`src/hw/rtl/annexb_start_code_nal_splitter_macros.svh`:
```
// Assertion macros used by the start code splitter RTL (included by anxb_scan).
// Macros assume clock clk and active-low reset rst_n in the including module.
`ifndef ANNEXB_START_CODE_NAL_SPLITTER_MACROS_SVH
`define ANNEXB_START_CODE_NAL_SPLITTER_MACROS_SVH

// Same-cycle implication.
`define ANXB_ASSERT_IMP(label, ante, cons, msg) \
  label: assert property (@(posedge clk) disable iff (!rst_n) (ante) |-> (cons)) \
    else $error(msg);

// Next-cycle implication.
`define ANXB_ASSERT_NXT(label, ante, cons, msg) \
  label: assert property (@(posedge clk) disable iff (!rst_n) (ante) |=> (cons)) \
    else $error(msg);

`endif

```
`src/hw/rtl/anxb_pkg.sv`:
```
// Package for the Annex B start code splitter: widths, codes and shared types.
// No dependencies.
package anxb_pkg;

  localparam int MAX_FRAME_BYTES_LOG2 = 24;
  localparam int POS_W  = MAX_FRAME_BYTES_LOG2 + 1;
  localparam int SUM_W  = POS_W + 1;
  localparam int AGG_W  = 17;
  localparam int LIM_W  = 16;
  localparam int HDR_W  = 2;
  localparam int PFX_W  = 3;
  localparam int CFG_IDX_W = 2;

  localparam logic [7:0] START_BYTE = 8'h01;
  localparam logic [7:0] ZERO_BYTE  = 8'h00;
  localparam logic [PFX_W-1:0] PFX_SHORT = 3'd3;
  localparam logic [PFX_W-1:0] PFX_LONG  = 3'd4;
  localparam logic [PFX_W-1:0] PFX_NONE  = 3'd0;
  localparam logic [1:0] AGG_LEN_BYTES = 2'd2;

  localparam logic [CFG_IDX_W-1:0] CFG_PAYLOAD_LIMIT = 2'd0;
  localparam logic [CFG_IDX_W-1:0] CFG_HEADER_BYTES  = 2'd1;
  localparam logic [CFG_IDX_W-1:0] CFG_BYPASS_SCAN   = 2'd2;

  localparam logic [LIM_W-1:0] RST_PAYLOAD_LIMIT = 16'd1443;
  localparam logic [HDR_W-1:0] RST_HEADER_BYTES  = 2'd2;

  typedef struct packed {
    logic [LIM_W-1:0] payload_limit;
    logic [HDR_W-1:0] payload_header_bytes;
    logic             bypass_scan;
  } cfg_t;

  typedef struct packed {
    logic             none_found;
    logic             can_aggregate;
    logic             final_unit;
    logic             fits_aggregate;
    logic [PFX_W-1:0] prefix_bytes;
    logic [POS_W-1:0] unit_size;
    logic [POS_W-1:0] unit_offset;
  } res_t;

endpackage

```
`src/hw/rtl/annexb_start_code_nal_splitter.sv`:
```
// Pipeline: a byte beat taken on the input is held in the input register, scanned and
// registered into the result stage once the result register is free or being taken;
// its result is then on out_*. Throughput: one byte per cycle while out_tready is high.
// The result register frees in the cycle it is taken.
// Reset (rst_n, synchronous): clears both stages, the frame state, and loads the
// register defaults (limit 1443, header 2, bypass off).
module annexb_start_code_nal_splitter
  import anxb_pkg::*;
(
  input  logic                 clk,
  input  logic                 rst_n,
  input  logic                 in_tvalid,
  output logic                 in_tready,
  input  logic [7:0]           in_tdata,   // [7:0] data_byte
  input  logic                 in_tlast,   // end_of_frame
  output logic                 out_tvalid,
  input  logic                 out_tready,
  // [24:0] unit_offset, [49:25] unit_size, [52:50] prefix_bytes,
  // [53] fits_aggregate, [54] can_aggregate, [55] zero
  output logic [55:0]          out_tdata,
  output logic                 out_tlast,  // final_unit
  output logic                 out_tuser,  // none_found
  input  logic                 cfg_we,
  input  logic [CFG_IDX_W-1:0] cfg_addr,
  input  logic [LIM_W-1:0]     cfg_wdata
);

  cfg_t       cfg_r;
  logic       in_v_r;
  logic [7:0] in_data_r;
  logic       in_last_r;
  logic       out_v_r;
  res_t       out_res_r;
  logic       adv;
  logic       has_res;
  res_t       res;

  always_ff @(posedge clk) begin
    if (!rst_n) begin
      cfg_r.payload_limit        <= RST_PAYLOAD_LIMIT;
      cfg_r.payload_header_bytes <= RST_HEADER_BYTES;
      cfg_r.bypass_scan          <= 1'b0;
    end else if (cfg_we) begin
      unique case (cfg_addr)
        CFG_PAYLOAD_LIMIT: cfg_r.payload_limit        <= cfg_wdata;
        CFG_HEADER_BYTES:  cfg_r.payload_header_bytes <= cfg_wdata[HDR_W-1:0];
        CFG_BYPASS_SCAN:   cfg_r.bypass_scan          <= cfg_wdata[0];
        default: ;
      endcase
    end
  end

  assign adv       = in_v_r && (!out_v_r || out_tready);
  assign in_tready = !in_v_r || adv;

  always_ff @(posedge clk) begin
    if (!rst_n) begin
      in_v_r <= 1'b0;
    end else if (in_tready) begin
      in_v_r <= in_tvalid;
    end
  end

  always_ff @(posedge clk) begin
    if (in_tready && in_tvalid) begin
      in_data_r <= in_tdata;
      in_last_r <= in_tlast;
    end
  end

  anxb_scan u_scan (
    .clk          (clk),
    .rst_n        (rst_n),
    .step         (adv),
    .data_byte    (in_data_r),
    .end_of_frame (in_last_r),
    .cfg          (cfg_r),
    .has_res      (has_res),
    .res          (res)
  );

  always_ff @(posedge clk) begin
    if (!rst_n) begin
      out_v_r <= 1'b0;
    end else if (adv && has_res) begin
      out_v_r <= 1'b1;
    end else if (out_tready) begin
      out_v_r <= 1'b0;
    end
  end

  always_ff @(posedge clk) begin
    if (adv && has_res) begin
      out_res_r <= res;
    end
  end

  assign out_tvalid = out_v_r;
  assign out_tdata  = {1'b0, out_res_r.can_aggregate, out_res_r.fits_aggregate,
                       out_res_r.prefix_bytes, out_res_r.unit_size, out_res_r.unit_offset};
  assign out_tlast  = out_res_r.final_unit;
  assign out_tuser  = out_res_r.none_found;

endmodule

```
`src/hw/rtl/anxb_scan.sv`:
```
// Per-byte start code scanner: frame state, unit bookkeeping and aggregation budget.
// Depends on anxb_pkg and the splitter assertion macros.
`include "annexb_start_code_nal_splitter_macros.svh"

module anxb_scan
  import anxb_pkg::*;
(
  input  logic       clk,
  input  logic       rst_n,
  input  logic       step,
  input  logic [7:0] data_byte,
  input  logic       end_of_frame,
  input  cfg_t       cfg,
  output logic       has_res,
  output res_t       res
);

  logic [1:0]       zero_run_r, zero_run_nxt;
  logic [POS_W-1:0] pos_r, pos_nxt;
  logic             unit_open_r, unit_open_nxt;
  logic [POS_W-1:0] open_off_r, open_off_nxt;
  logic [PFX_W-1:0] open_pfx_r, open_pfx_nxt;
  logic [AGG_W-1:0] agg_total_r, agg_total_nxt;
  logic [1:0]       agg_cnt_r, agg_cnt_nxt;

  logic             pos_ok, sc_hit, try_close, try_fin, fits_raw, do_agg;
  logic [POS_W-1:0] pos_inc, span, close_size, fin_size, agg_size;
  logic [PFX_W-1:0] new_pfx;
  logic [LIM_W-1:0] budget;
  logic [SUM_W-1:0] agg_sum;
  logic             frame_idle, pfx_legal, agg_legal;

  assign pos_ok  = !pos_r[POS_W-1];
  assign pos_inc = pos_r + POS_W'(1);
  assign pos_nxt = pos_ok ? pos_inc : pos_r;

  assign sc_hit = pos_ok && !cfg.bypass_scan && (data_byte == START_BYTE) &&
                  (zero_run_r >= 2'd2) && !end_of_frame;
  assign new_pfx = (zero_run_r == 2'd3) ? PFX_LONG : PFX_SHORT;

  assign span       = pos_inc - open_off_r;
  assign close_size = (span > POS_W'(new_pfx)) ? span - POS_W'(new_pfx) : '0;
  assign fin_size   = (pos_nxt > open_off_r) ? pos_nxt - open_off_r : '0;
  assign agg_size   = end_of_frame ? fin_size : close_size;

  assign budget  = (cfg.payload_limit > LIM_W'(cfg.payload_header_bytes)) ?
                   cfg.payload_limit - LIM_W'(cfg.payload_header_bytes) : '0;
  assign agg_sum = SUM_W'(agg_total_r) + SUM_W'(agg_size) + SUM_W'(AGG_LEN_BYTES);
  assign fits_raw = (agg_sum <= SUM_W'(budget));

  assign try_close = sc_hit && unit_open_r;
  assign try_fin   = end_of_frame && !cfg.bypass_scan && unit_open_r;
  assign do_agg    = (try_close || try_fin) && fits_raw;

  assign agg_total_nxt = end_of_frame ? '0 : (do_agg ? agg_sum[AGG_W-1:0] : agg_total_r);

  always_comb begin
    agg_cnt_nxt = agg_cnt_r;
    if (do_agg && (agg_cnt_r < 2'd2)) begin
      agg_cnt_nxt = agg_cnt_r + 2'd1;
    end
  end

  // result selection
  always_comb begin
    has_res = 1'b0;
    res     = '0;
    if (end_of_frame) begin
      has_res = 1'b1;
      res.final_unit = 1'b1;
      priority if (cfg.bypass_scan) begin
        res.unit_size = pos_nxt;
      end else if (unit_open_r) begin
        res.unit_offset    = open_off_r;
        res.unit_size      = fin_size;
        res.prefix_bytes   = open_pfx_r;
        res.fits_aggregate = do_agg;
        res.can_aggregate  = (agg_cnt_nxt >= 2'd2);
      end else begin
        res.none_found = 1'b1;
      end
    end else if (try_close) begin
      has_res = 1'b1;
      res.unit_offset    = open_off_r;
      res.unit_size      = close_size;
      res.prefix_bytes   = open_pfx_r;
      res.fits_aggregate = do_agg;
    end
  end

  // scan state
  always_comb begin
    zero_run_nxt  = zero_run_r;
    unit_open_nxt = unit_open_r;
    open_off_nxt  = open_off_r;
    open_pfx_nxt  = open_pfx_r;
    if (pos_ok) begin
      priority if (cfg.bypass_scan) begin
        zero_run_nxt = 2'd0;
      end else if (data_byte == ZERO_BYTE) begin
        zero_run_nxt = (zero_run_r == 2'd3) ? zero_run_r : zero_run_r + 2'd1;
      end else if (sc_hit) begin
        zero_run_nxt  = 2'd0;
        unit_open_nxt = 1'b1;
        open_off_nxt  = pos_inc;
        open_pfx_nxt  = new_pfx;
      end else begin
        zero_run_nxt = 2'd0;
      end
    end
  end

  always_ff @(posedge clk) begin
    if (!rst_n) begin
      zero_run_r  <= '0;
      pos_r       <= '0;
      unit_open_r <= 1'b0;
      open_off_r  <= '0;
      open_pfx_r  <= '0;
      agg_total_r <= '0;
      agg_cnt_r   <= '0;
    end else if (step) begin
      agg_total_r <= agg_total_nxt;
      if (end_of_frame) begin
        zero_run_r  <= '0;
        pos_r       <= '0;
        unit_open_r <= 1'b0;
        open_off_r  <= '0;
        open_pfx_r  <= '0;
        agg_cnt_r   <= '0;
      end else begin
        zero_run_r  <= zero_run_nxt;
        pos_r       <= pos_nxt;
        unit_open_r <= unit_open_nxt;
        open_off_r  <= open_off_nxt;
        open_pfx_r  <= open_pfx_nxt;
        agg_cnt_r   <= agg_cnt_nxt;
      end
    end
  end

  assign frame_idle = (pos_r == '0) && !unit_open_r && (agg_cnt_r == 2'd0);
  assign pfx_legal  = (open_pfx_r == PFX_SHORT) || (open_pfx_r == PFX_LONG);
  assign agg_legal  = (agg_total_r[AGG_W-1] == 1'b0) && (agg_cnt_r != 2'd3);

  `ANXB_ASSERT_NXT(a_eof_clears, step && end_of_frame, frame_idle, "frame state not cleared")
  `ANXB_ASSERT_IMP(a_open_pfx, unit_open_r, pfx_legal, "open unit has bad prefix length")
  `ANXB_ASSERT_IMP(a_agg_in_budget, 1'b1, agg_legal, "aggregate state out of range")
  `ANXB_ASSERT_IMP(a_close_needs_open, has_res && !res.final_unit, try_close, "close without open")

endmodule

```
`config.mk`:
```
export PLATFORM = sky130hd
export DESIGN_NAME = annexb_start_code_nal_splitter
export DESIGN_NICKNAME = d
export VERILOG_FILES = /design/src/hw/rtl/anxb_pkg.sv /design/src/hw/rtl/annexb_start_code_nal_splitter.sv /design/src/hw/rtl/anxb_scan.sv
export VERILOG_INCLUDE_DIRS = /design/src /design/src/hw/rtl
export SDC_FILE = /design/constraint.sdc
export NUM_CORES = 1
export LEC_CHECK = 0
export BUFFER_PORTS_ARGS = -buffer_cell sky130_fd_sc_hd__buf_4
export CAP_MARGIN = 20
export CORE_UTILIZATION = 45
export DETAILED_ROUTE_END_ITERATION = 12
export GPL_TIMING_DRIVEN = 0
export SLEW_MARGIN = 20
export SYNTH_ARGS = -nofsm -noshare
export SYNTH_HDL_FRONTEND = slang
export SYNTH_HIERARCHICAL = 1
export SYNTH_SLANG_ARGS = --single-unit
export TNS_END_PERCENT = 20
```
`constraint.sdc`:
```
create_clock -name clk -period 10.1 [get_ports clk]
set_input_delay 2.02 -clock clk [delete_from_list [all_inputs] [get_ports clk]]
set_output_delay 2.02 -clock clk [all_outputs]
set_load 0.05 [all_outputs]
```
* Yosys cells after proc, flatten, opt, wreduce, memory -nomap -nowiden
Cells that the tools add are included.
** Word-level totals
- Register bits :: 162
- Input bits :: 32
- Output and inout bits :: 60
- Logic and storage cells :: 123
** Cells by class
- $add $sub $neg :: 9
- $lt $le $gt $ge :: 7
- Equality and inequality tests :: 8
- Mux-type cells :: 43
- Bitwise logic cells :: 2
- Reductions and logical operators :: 33
** Operator list (count)
- $mux 25 :: 12
- $mux 54 :: 3
- $sub 25x25->25 :: 2
- $mux 17 :: 2
- $add 17x25->26 :: 1
- $add 26x2->26 const B :: 1
- $le 26x16->1 :: 1
- $add 25x1->25 const B :: 1
- $gt 25x25->1 :: 1
- $gt 25x3->1 :: 1
- $sub 25x3->25 :: 1
- $mux 3 :: 6
- $gt 16x2->1 :: 1
- $mux 16 :: 1
- $sub 16x2->16 :: 1
- $mux 2 :: 7
- $logic_and 1x1->1 :: 12
- $mux 1 :: 11
- $eq 8x1->1 const B :: 1
- $logic_not 8->1 :: 1
- $reduce_and 2->1 :: 4
- $reduce_bool 2->1 :: 3
- $logic_not 1->1 :: 5
- $reduce_and 5->1 :: 1
- 15 further kinds :: 22

* Longest topological paths before layout
Gate-level depths: netlist of the first run.
- Depth after elaboration :: 12
- Depth in mapped cells :: 52
- Depth with buffers taken out :: 48

* Cells and area by module
Netlist of the first run, hierarchy kept.
** Modules (own cells, without submodules)
- anxb_scan :: instances 1, cells an instance 1399, area each 10107.2 um2
- annexb_start_code_nal_splitter :: instances 1, cells an instance 161, area each 2896.5 um2

* Worst setup path before layout of the first run
Ideal clock, no wire load.
- Kind :: reg-to-reg
- Start point :: register u_scan.pos_r[0]
- End point :: register u_scan.agg_total_r[9]
- Setup time :: 0.117 ns
- Data arrival time :: 9.069 ns
- Slack :: 0.915 ns
- Stages on the path, launching flop included :: 49
- Path buffers :: 4
- Clock period less this slack :: 9.185 ns
- Cells stage by stage :: dfxtp_1 > nand3_1 > nor3_1 > nand3_1 > nor2_1 > nand3_1 > nor2_1 > nand3_1 > nor2_1 > xor2_1 > ha_1 > clkbuf_1 > a21o_1 > a21o_1 > a21oi_1 > a21oi_1 > a311oi_2 > nor4b_1 > [13 not listed] > nand2b_1 > a21o_1 > a21oi_1 > xnor2_1 > ha_1 > nand4_1 > nor2_1 > o21ai_0 > a21oi_1 > o221ai_1 > nor4b_1 > o211ai_1 > a21oi_1 > o221ai_1 > o41ai_2 > a21oi_2 > buf_6 > a22o_1
** On the way
- Word-level cells in the longest chain between the ends :: 11
** RTL lines
- from (decl) :: line anxb_scan.sv:19 : logic [POS_W-1:0] pos_r, pos_nxt;
- from (signal assigned) :: line anxb_scan.sv:133 : pos_r <= pos_nxt;
- $add 25x1->25 :: line anxb_scan.sv:34 : assign pos_inc = pos_r + POS_W'(1);
- $sub 25x25->25 or $mux 25 (tied branches) :: line anxb_scan.sv:41, anxb_scan.sv:35
- $sub 25x3->25, or another cell as far along :: line anxb_scan.sv:42 : assign close_size = (span > POS_W'(new_pfx)) ? span - POS_W'(new_pfx) : '0;
- $mux 25 (on tied branches) :: line anxb_scan.sv:42, anxb_scan.sv:43
- $mux 25 (*) :: line anxb_scan.sv:44 : assign agg_size = end_of_frame ? fin_size : close_size;
- $add 17x25->26 (*) :: line anxb_scan.sv:48 : assign agg_sum = SUM_W'(agg_total_r) + SUM_W'(agg_size) + SUM_W'(AGG_LEN_BYTES);
- $add 26x2->26 (*) :: line anxb_scan.sv:48
- $le 26x16->1 :: line anxb_scan.sv:49 : assign fits_raw = (agg_sum <= SUM_W'(budget));
- $logic_and 1x1->1 :: line anxb_scan.sv:53 : assign do_agg = (try_close || try_fin) && fits_raw;
- $reduce_bool 2->1 (no source line)
- $reduce_and 2->1 (no source line)
- to (signal assigned) :: line anxb_scan.sv:123 : agg_total_r <= agg_total_nxt;
- to (decl) :: line anxb_scan.sv:23 : logic [AGG_W-1:0] agg_total_r, agg_total_nxt;
Every way passes the cells marked *; elsewhere a longest branch is shown, timed or not. The select of a mux whose other input is x is not followed.
A chain may end at the register's enable or synchronous reset.

* Worst setup path after layout of the first run
- Start point :: register u_scan.pos_r[0]
- End point :: register u_scan.agg_total_r[6]
The elaborated chain is that of the path after synthesis.

==> reports/metrics.yaml, run 1 <==
status: "finished, final reports clean"
layout_setup_ws_ps: 420
dp.cells: 2030
fmax_ghz: 0.103
synthMuxAreaShare_pct: 1.59
slew_headroom_pct: 29.3
drt-initial-drc-count: 1393
fin_cells: 2085
tightest_slew_ps: 1060
synthSimpleGateAreaFrac_pct: 22.0
drv_slew: 0
yosysTopAreaCell: "edfxtp_1"
drive_above_1_share_pct: 16.7
min_path_cells: 2
async_flop_share_pct: 0
numCtsBuffers: 17
seqPwrFrac_pct: 39.8
synth_edf_count: 66
peakVddDrop_mv: 0.112
synth_fp_nets: 1705
fin_tns_setup_ps: 0
hold_start: "u_scan/agg_total_r[16]"
antenna_left: 0
p_sw_share_pct: 31.1
io_pins: 92
r2r_end: "u_scan/agg_total_r[6]"
syn_to_final_growth_pct: 19.5
p_int_mw: 1.20
gr-total-overflow: 0
critPathKind: "flop to flop"
die_h_um: 172
hold_violations: 0
holdPathEnd: "u_scan/agg_total_r[16]"
slowest_stage: "dfxtp_4"
syn_area_um2: 13000
synth_top_family_by_area: "compound AO/OA/AOI/OAI gates"
io_buffer_count: 90
synth_area_per_cell_um2: 8.34
clockBufferDepth: 2
crit_buf_inv: 7
powerDensity_nw_per_um2: 112
finalSetupViolCount: 0
drtPass1Iterations: 9
hold_class: "flop to flop"
synth_top_area_share_pct: 15.2
finalNetCount: 1839
clk_latency_ps: 440
grt.total_usage_pct: 29.2
power.share.clock_pct: 38.5
ys_seq_area_share_pct: 29.9
coreArea_um2: 28100
synth_compound_area_share_pct: 22.3
maxCapViolations: 0
period_share_pct: 95.8
synthCells: 1560
rows: 61
synth_fa_ha_area_share_pct: 11.2
cp-start-kind: "flop"
cp_max_fo: 10
ys_types: 94
vias: 12392
critPathArrivalTime_ps: 10070
start_util_pct: 46.3
skew_ps: 14.7
grt_pass1_vias: 11298
path_delay_family: "simple AND/OR/NAND/NOR gates"
synth_xor_xnor_area_share_pct: 8.15
r2r_slack_ps: 420
place_ws_ps: -2050
switchingPower_mw: 0.540
critical_path_depth: 50
cp_common_cell: "buf_6"
cts_tree: "done"
grt_pass1_wl_um: 64500
dieArea_um2: 29600
synth_ff_type: "dfxtp_1"
ys_seq_elements: 161
htreeDepth: 4
required_ps: 10490
r2r-start: "u_scan/pos_r[0]"
p_comb_share_pct: 21.7
drc: 0
synth_area_leaders: "edfxtp_1 (15%), dfxtp_1 (15%), ha_1 (10%)"
ys.warnings.count: 6
routed_wl_um: 42900
via_per_inst: 5.94
cts-root-buf: "clkbuf_16"
dp_hpwl_um: 33800
dieWidth_um: 172
antenna_cells: 0
post-layout-total-power_mw: 1.74
critPathMaxStageDelay_ps: 390
clock_sinks: 161
antenna_found_initial: 1
wl_per_cell_um: 20.6
reg2reg_depth: 50
end_kind: "flop"
place_congestion: 0.968
grt_start_max_net_pins: 25
p_leak_nw: 6.72
clk_pin_slew_ps: 80
finalWorstPathRequiredPeriod_ps: 9680
-- area by class of cell --
class	count	area (um^2)
Clock buffer	22	508
Multi-Input combinational cell	1254	8990
Clock inverter	10	83.8
Sequential cell	161	3900
Timing Repair Buffer	121	937
Buffer	66	374
Fill cell	2651	12500
Tap cell	378	473
Inverter	73	278
-- power groups by stage --
stage / registers [mW] / clock network, mW / logic [mW]
finish: 0.691 / 0.669 / 0.376
global route: 0.691 / 0.699 / 0.406
CTS: 0.691 / 0.680 / 0.354
detailed placement: 0.705 / 0 / 0.335
global placement: 0.706 / 0 / 0.331
floorplan: 0.719 / 0 / 0.225
-- synth_stat cells (5+ instances only) --
cell / number
ha_1: 108
a211oi_1: 9
fa_1: 5
o21a_1: 18
o21bai_1: 5
xor2_1: 59
nand4_1: 21
buf_6: 6
inv_1: 72
nor2_1: 161
nand4bb_1: 5
nand3b_1: 6
dfxtp_1: 95
o211ai_1: 12
clkbuf_1: 53
o21ai_0: 72
nand3_1: 33
or3_1: 6
a21oi_1: 114
nor2b_1: 37
and2_1: 26
a22o_1: 18
buf_4: 5
edfxtp_1: 66
a22oi_1: 35
nand2_1: 137
a21o_1: 32
and3_1: 15
nor4_1: 17
or2_2: 5
and4_1: 8
o22ai_1: 32
or4_1: 6
mux2i_1: 17
a31oi_1: 11
nor3_1: 57
o31ai_1: 5
o211a_1: 5
a21boi_0: 6
xnor2_1: 62
nand2b_1: 14
-- state kept, by name, summed over array words and instances, names as in the netlist, 2 cells and up --
signal              count
u_scan/pos_r           25
out_tdata              55
u_scan/agg_cnt_r        2
in_data_r               8
u_scan/agg_total_r     17
u_scan/zero_run_r       2
cfg_r                  19
u_scan/open_off_r      25
u_scan/open_pfx_r       2
-- through the flow --
stage	cell area [um^2]	util, %	hold WS, ps
final	15500	55.3	466
after global routing	15500	55.3	505
after CTS	15100	53.8	463
after detailed placement	14200	50.6	450
after global placement	14200	50.4	437
after floorplan	13000	-	416
-- kinds of logic after synthesis --
family,Yosys count
other cells,1
buf+inv,145
compound gates,425
mux,20
simple gates,574
xor+xnor,121
flops,161
fa+ha+maj,113
-- worst max path at each step --
| stage | from | to |
|---|---|---|
| final | u_scan/pos_r[0] | u_scan/agg_total_r[6] |
| after global routing | u_scan/pos_r[2] | u_scan/agg_total_r[12] |
| after CTS | u_scan/pos_r[0] | u_scan/agg_total_r[6] |
| after detailed placement | u_scan/pos_r[0] | u_scan/agg_total_r[6] |
| after global placement | u_scan/pos_r[0] | u_scan/agg_total_r[9] |
| after floorplan | u_scan/pos_r[0] | u_scan/agg_total_r[9] |
-- placed cells by master, fill, tap and decap left out, drive strengths merged, types with 7 or more instances in the layout --
cell type	instances
a211oi	10
a21o	33
a21oi	116
a22o	18
a22oi	36
a31oi	11
and2	27
and3	15
and4	8
buf	142
clkbuf	67
dfxtp	95
edfxtp	66
ha	108
inv	80
mux2i	18
nand2	137
nand2b	14
nand3	34
nand4	21
nor2	161
nor2b	37
nor3	57
nor4	18
o211ai	13
o21a	19
o21ai	74
o22ai	32
or3	7
or4	8
xnor2	62
xor2	59
-- worst reg2reg max path: cells and delay by family, from the launching register on --
| kind | cells | cell delay, ps |
|---|---|---|
| XOR/XNOR | 2 | 390 |
| buffers and inverters | 7 | 1180 |
| AO/OA/AOI/OAI | 17 | 2850 |
| adder cells (fa/ha/maj) | 5 | 1350 |
| flip-flops | 1 | 390 |
| AND/OR/NAND/NOR | 19 | 3490 |
-- routing by layer --
layer | vias to the layer above | part of all wire [%] | global-route usage, %
li1 | 5981 | - | -
met2 | 505 | 44 | 45.1
met3 | 71 | 8.2 | 7.14
met1 | 5833 | 45 | 39.5
met5 | - | 0.030 | 0
met4 | 2 | 3.1 | 9.89
-- repair_timing --
action | CTS | global route
setup buffers | 9 | 19
setup endpoints to repair | 21 | 21
pin swaps | 7 | 16
hold buffers | 0 | 0
resized for setup | 47 | 77
gates cloned | 0 | 1
Power figures use the tool's default switching activity.
==> run 2: changes to the inputs <==
- ABC_AREA: unset -> 1
==> run 2 against run 1 <==
  * Flip-flop and latch count is the same
  * Die area up 4.9%
  * Critical path depth grew 5
  * Clock power increased by 3.1%
  * Cell area increased by 0.15%
  * Hold slack gained 0.97 ps
  * Sequential share of layout area fell by 0.13 points
  * Worst setup slack better by 370 ps
  * Critical endpoint is now u_scan/agg_total_r[10]
  * Largest power group unchanged
==> reports/metrics.yaml, run 2 <==
cts_tree: "done"
final_common_cell: "nand2_1"
drt-initial-drc-count: 1105
clockBufferDepth: 2
clk_latency_ps: 440
dieWidth_um: 176
maxCapViolations: 0
synth_area_leaders: "nand2_1 (16%), edfxtp_1 (15%), dfxtp_1 (14%)"
crit_buf_inv: 6
hold_violations: 0
die_h_um: 176
skew_ps: 13.8
status: "finished, final reports clean"
required_ps: 10390
tightest_slew_ps: 1090
cp-start-kind: "flop"
dp_hpwl_um: 40000
fmax_ghz: 0.107
nFillCells: 3031
hold_buffers: 0
gr-total-overflow: 0
clk_pin_slew_ps: 80
vias: 13960
slowest_stage: "or4_1"
antenna_found_initial: 0
drive_above_1_share_pct: 11.8
cp_common_cell: "nand2_1"
async_flop_share_pct: 0
hold_slack_ps: 466
critPathMaxStageDelay_ps: 500
grt_pass1_wl_um: 74500
yosysMostFrequentCell: "nand2_1"
syn_area_um2: 13600
critPathKind: "flop to flop"
ys.warnings.count: 6
end_kind: "flop"
grt_pass1_vias: 13343
final_cell_mix: "nand2_1 (595), inv_1 (266), nor2_1 (176), a21oi_1 (141), nand3_1 (138)"
synth_edf_count: 66
period_share_pct: 92.2
io_pins: 92
clock_sinks: 161
drc: 0
io_buffer_count: 89
place_congestion: 0.975
syn_to_final_growth_pct: 14.1
ys_seq_elements: 161
finalNetCount: 2319
critPathArrivalTime_ps: 9600
ys_seq_area_share_pct: 28.5
finalWorstPathRequiredPeriod_ps: 9310
numCtsBuffers: 17
slew_headroom_pct: 27.2
path_delay_family: "simple AND/OR/NAND/NOR gates"
drv_slew: 0
cts-root-buf: "clkbuf_16"
ys_types: 61
powerDensity_nw_per_um2: 113
wl_per_cell_um: 19.0
synthCells: 2060
synth_area_per_cell_um2: 6.62
hold_class: "flop to flop"
drtPass1Iterations: 6
dieArea_um2: 31000
rsz0062_at_grt: "no"
htreeDepth: 4
finalSetupViolCount: 0
via_per_inst: 5.42
coreArea_um2: 29700
yosysTopAreaCell: "nand2_1"
netlist_top_cells_count: "nand2_1 (597), inv_1 (266), nor2_1 (178)"
post-layout-total-power_mw: 1.76
antenna_left: 0
grt.total_usage_pct: 31.9
final_core_util_pct: 52.4
rows: 63
start_util_pct: 45.9
peakVddDrop_mv: 0.0975
synth_top_area_share_pct: 16.4
antenna_cells: 0
synth_fp_nets: 2205
grt_start_max_net_pins: 17
synth_ff_type: "dfxtp_1"
cp_max_fo: 10
routed_wl_um: 49000
largest_reg_flops: 55
p_leak_nw: 7.58
[run 2: layer usage]
layer / vias up / share of wire (%) / track usage (%)
met5: - / 0 / 0
met4: 0 / 4.1 / 13.0
met3: 79 / 6.1 / 4.57
met2: 430 / 47 / 53.4
met1: 6522 / 43 / 41.0
li1: 6929 / - / -
[run 2: final cells by class]
type | count | area, um^2 | share of cell area, %
Multi-Input combinational cell | 1557 | 8510 | 54.7
Sequential cell | 161 | 3880 | 25.0
Inverter | 286 | 1080 | 6.91
Timing Repair Buffer | 96 | 724 | 4.65
Tap cell | 390 | 488 | 3.14
Clock buffer | 19 | 464 | 2.98
Buffer | 55 | 273 | 1.75
Clock inverter | 13 | 148 | 0.949
[run 2: final timing paths]
check | start | end | slack [ps] | cells after the start
worst min register to register | u_scan/open_off_r[9] | u_scan/open_off_r[9] | 470 | 2
worst max register to register | u_scan/pos_r[1] | u_scan/agg_total_r[10] | 790 | 55
worst min-delay path | u_scan/open_off_r[9] | u_scan/open_off_r[9] | 470 | 2
worst max-delay path | u_scan/pos_r[1] | u_scan/agg_total_r[10] | 790 | 55
[run 2: what timing repair did]
| item | 4_1_cts | 5_1_grt |
|---|---|---|
| pin swaps | 0 | 1 |
| buffers inserted | 0 | 1 |
| gates resized for setup | 3 | 21 |
| endpoints found under the hold margin | 0 | 0 |
| setup endpoints to repair | 18 | 21 |
[run 2: logic make-up (layout without fill, tap and decap cells)]
| logic type | after synthesis | in the layout | share of synthesized area, % |
|---|---|---|---|
| and+or+nand+nor | 1057 | 1057 | 33.6 |
| buffers and inverters | 342 | 469 | 9.85 |
| AOI/OAI and AO/OA | 318 | 318 | 13.1 |
| DFF | 161 | 161 | 28.5 |
| adders and majority gates | 113 | 113 | 10.6 |
| xor gates and xnor gates | 68 | 68 | 4.36 |
| other | 1 | 1 | 0.0275 |
[run 2: power by group]
| group | switching (mW) | internal, mW |
|---|---|---|
| clock network | 0.299 | 0.391 |
| registers | 0.00754 | 0.685 |
| logic | 0.259 | 0.119 |
| total | 0.566 | 1.20 |
[run 2: per-stage QoR]
step / area (um^2) / setup TNS (ps) / worst slack, ps / cells
after floorplan: 13600 / 0 / 2220 / 2060
after global placement: 14800 / -4530 / -371 / 2539
after detailed placement: 14900 / -4000 / -338 / 2545
after CTS: 15500 / 0 / 94.9 / 2576
after global routing: 15600 / 0 / 61.8 / 2577
final: 15600 / 0 / 791 / 2577
[run 2: worst reg2reg max path, delay by kind of cell (launching register included)]
| family | cells | cell delay (ps) |
|---|---|---|
| xor+xnor | 1 | 190 |
| flops | 1 | 380 |
| buf+inv | 6 | 820 |
| fa+ha+maj | 5 | 1560 |
| simple gates | 37 | 5400 |
| compound gates | 6 | 810 |
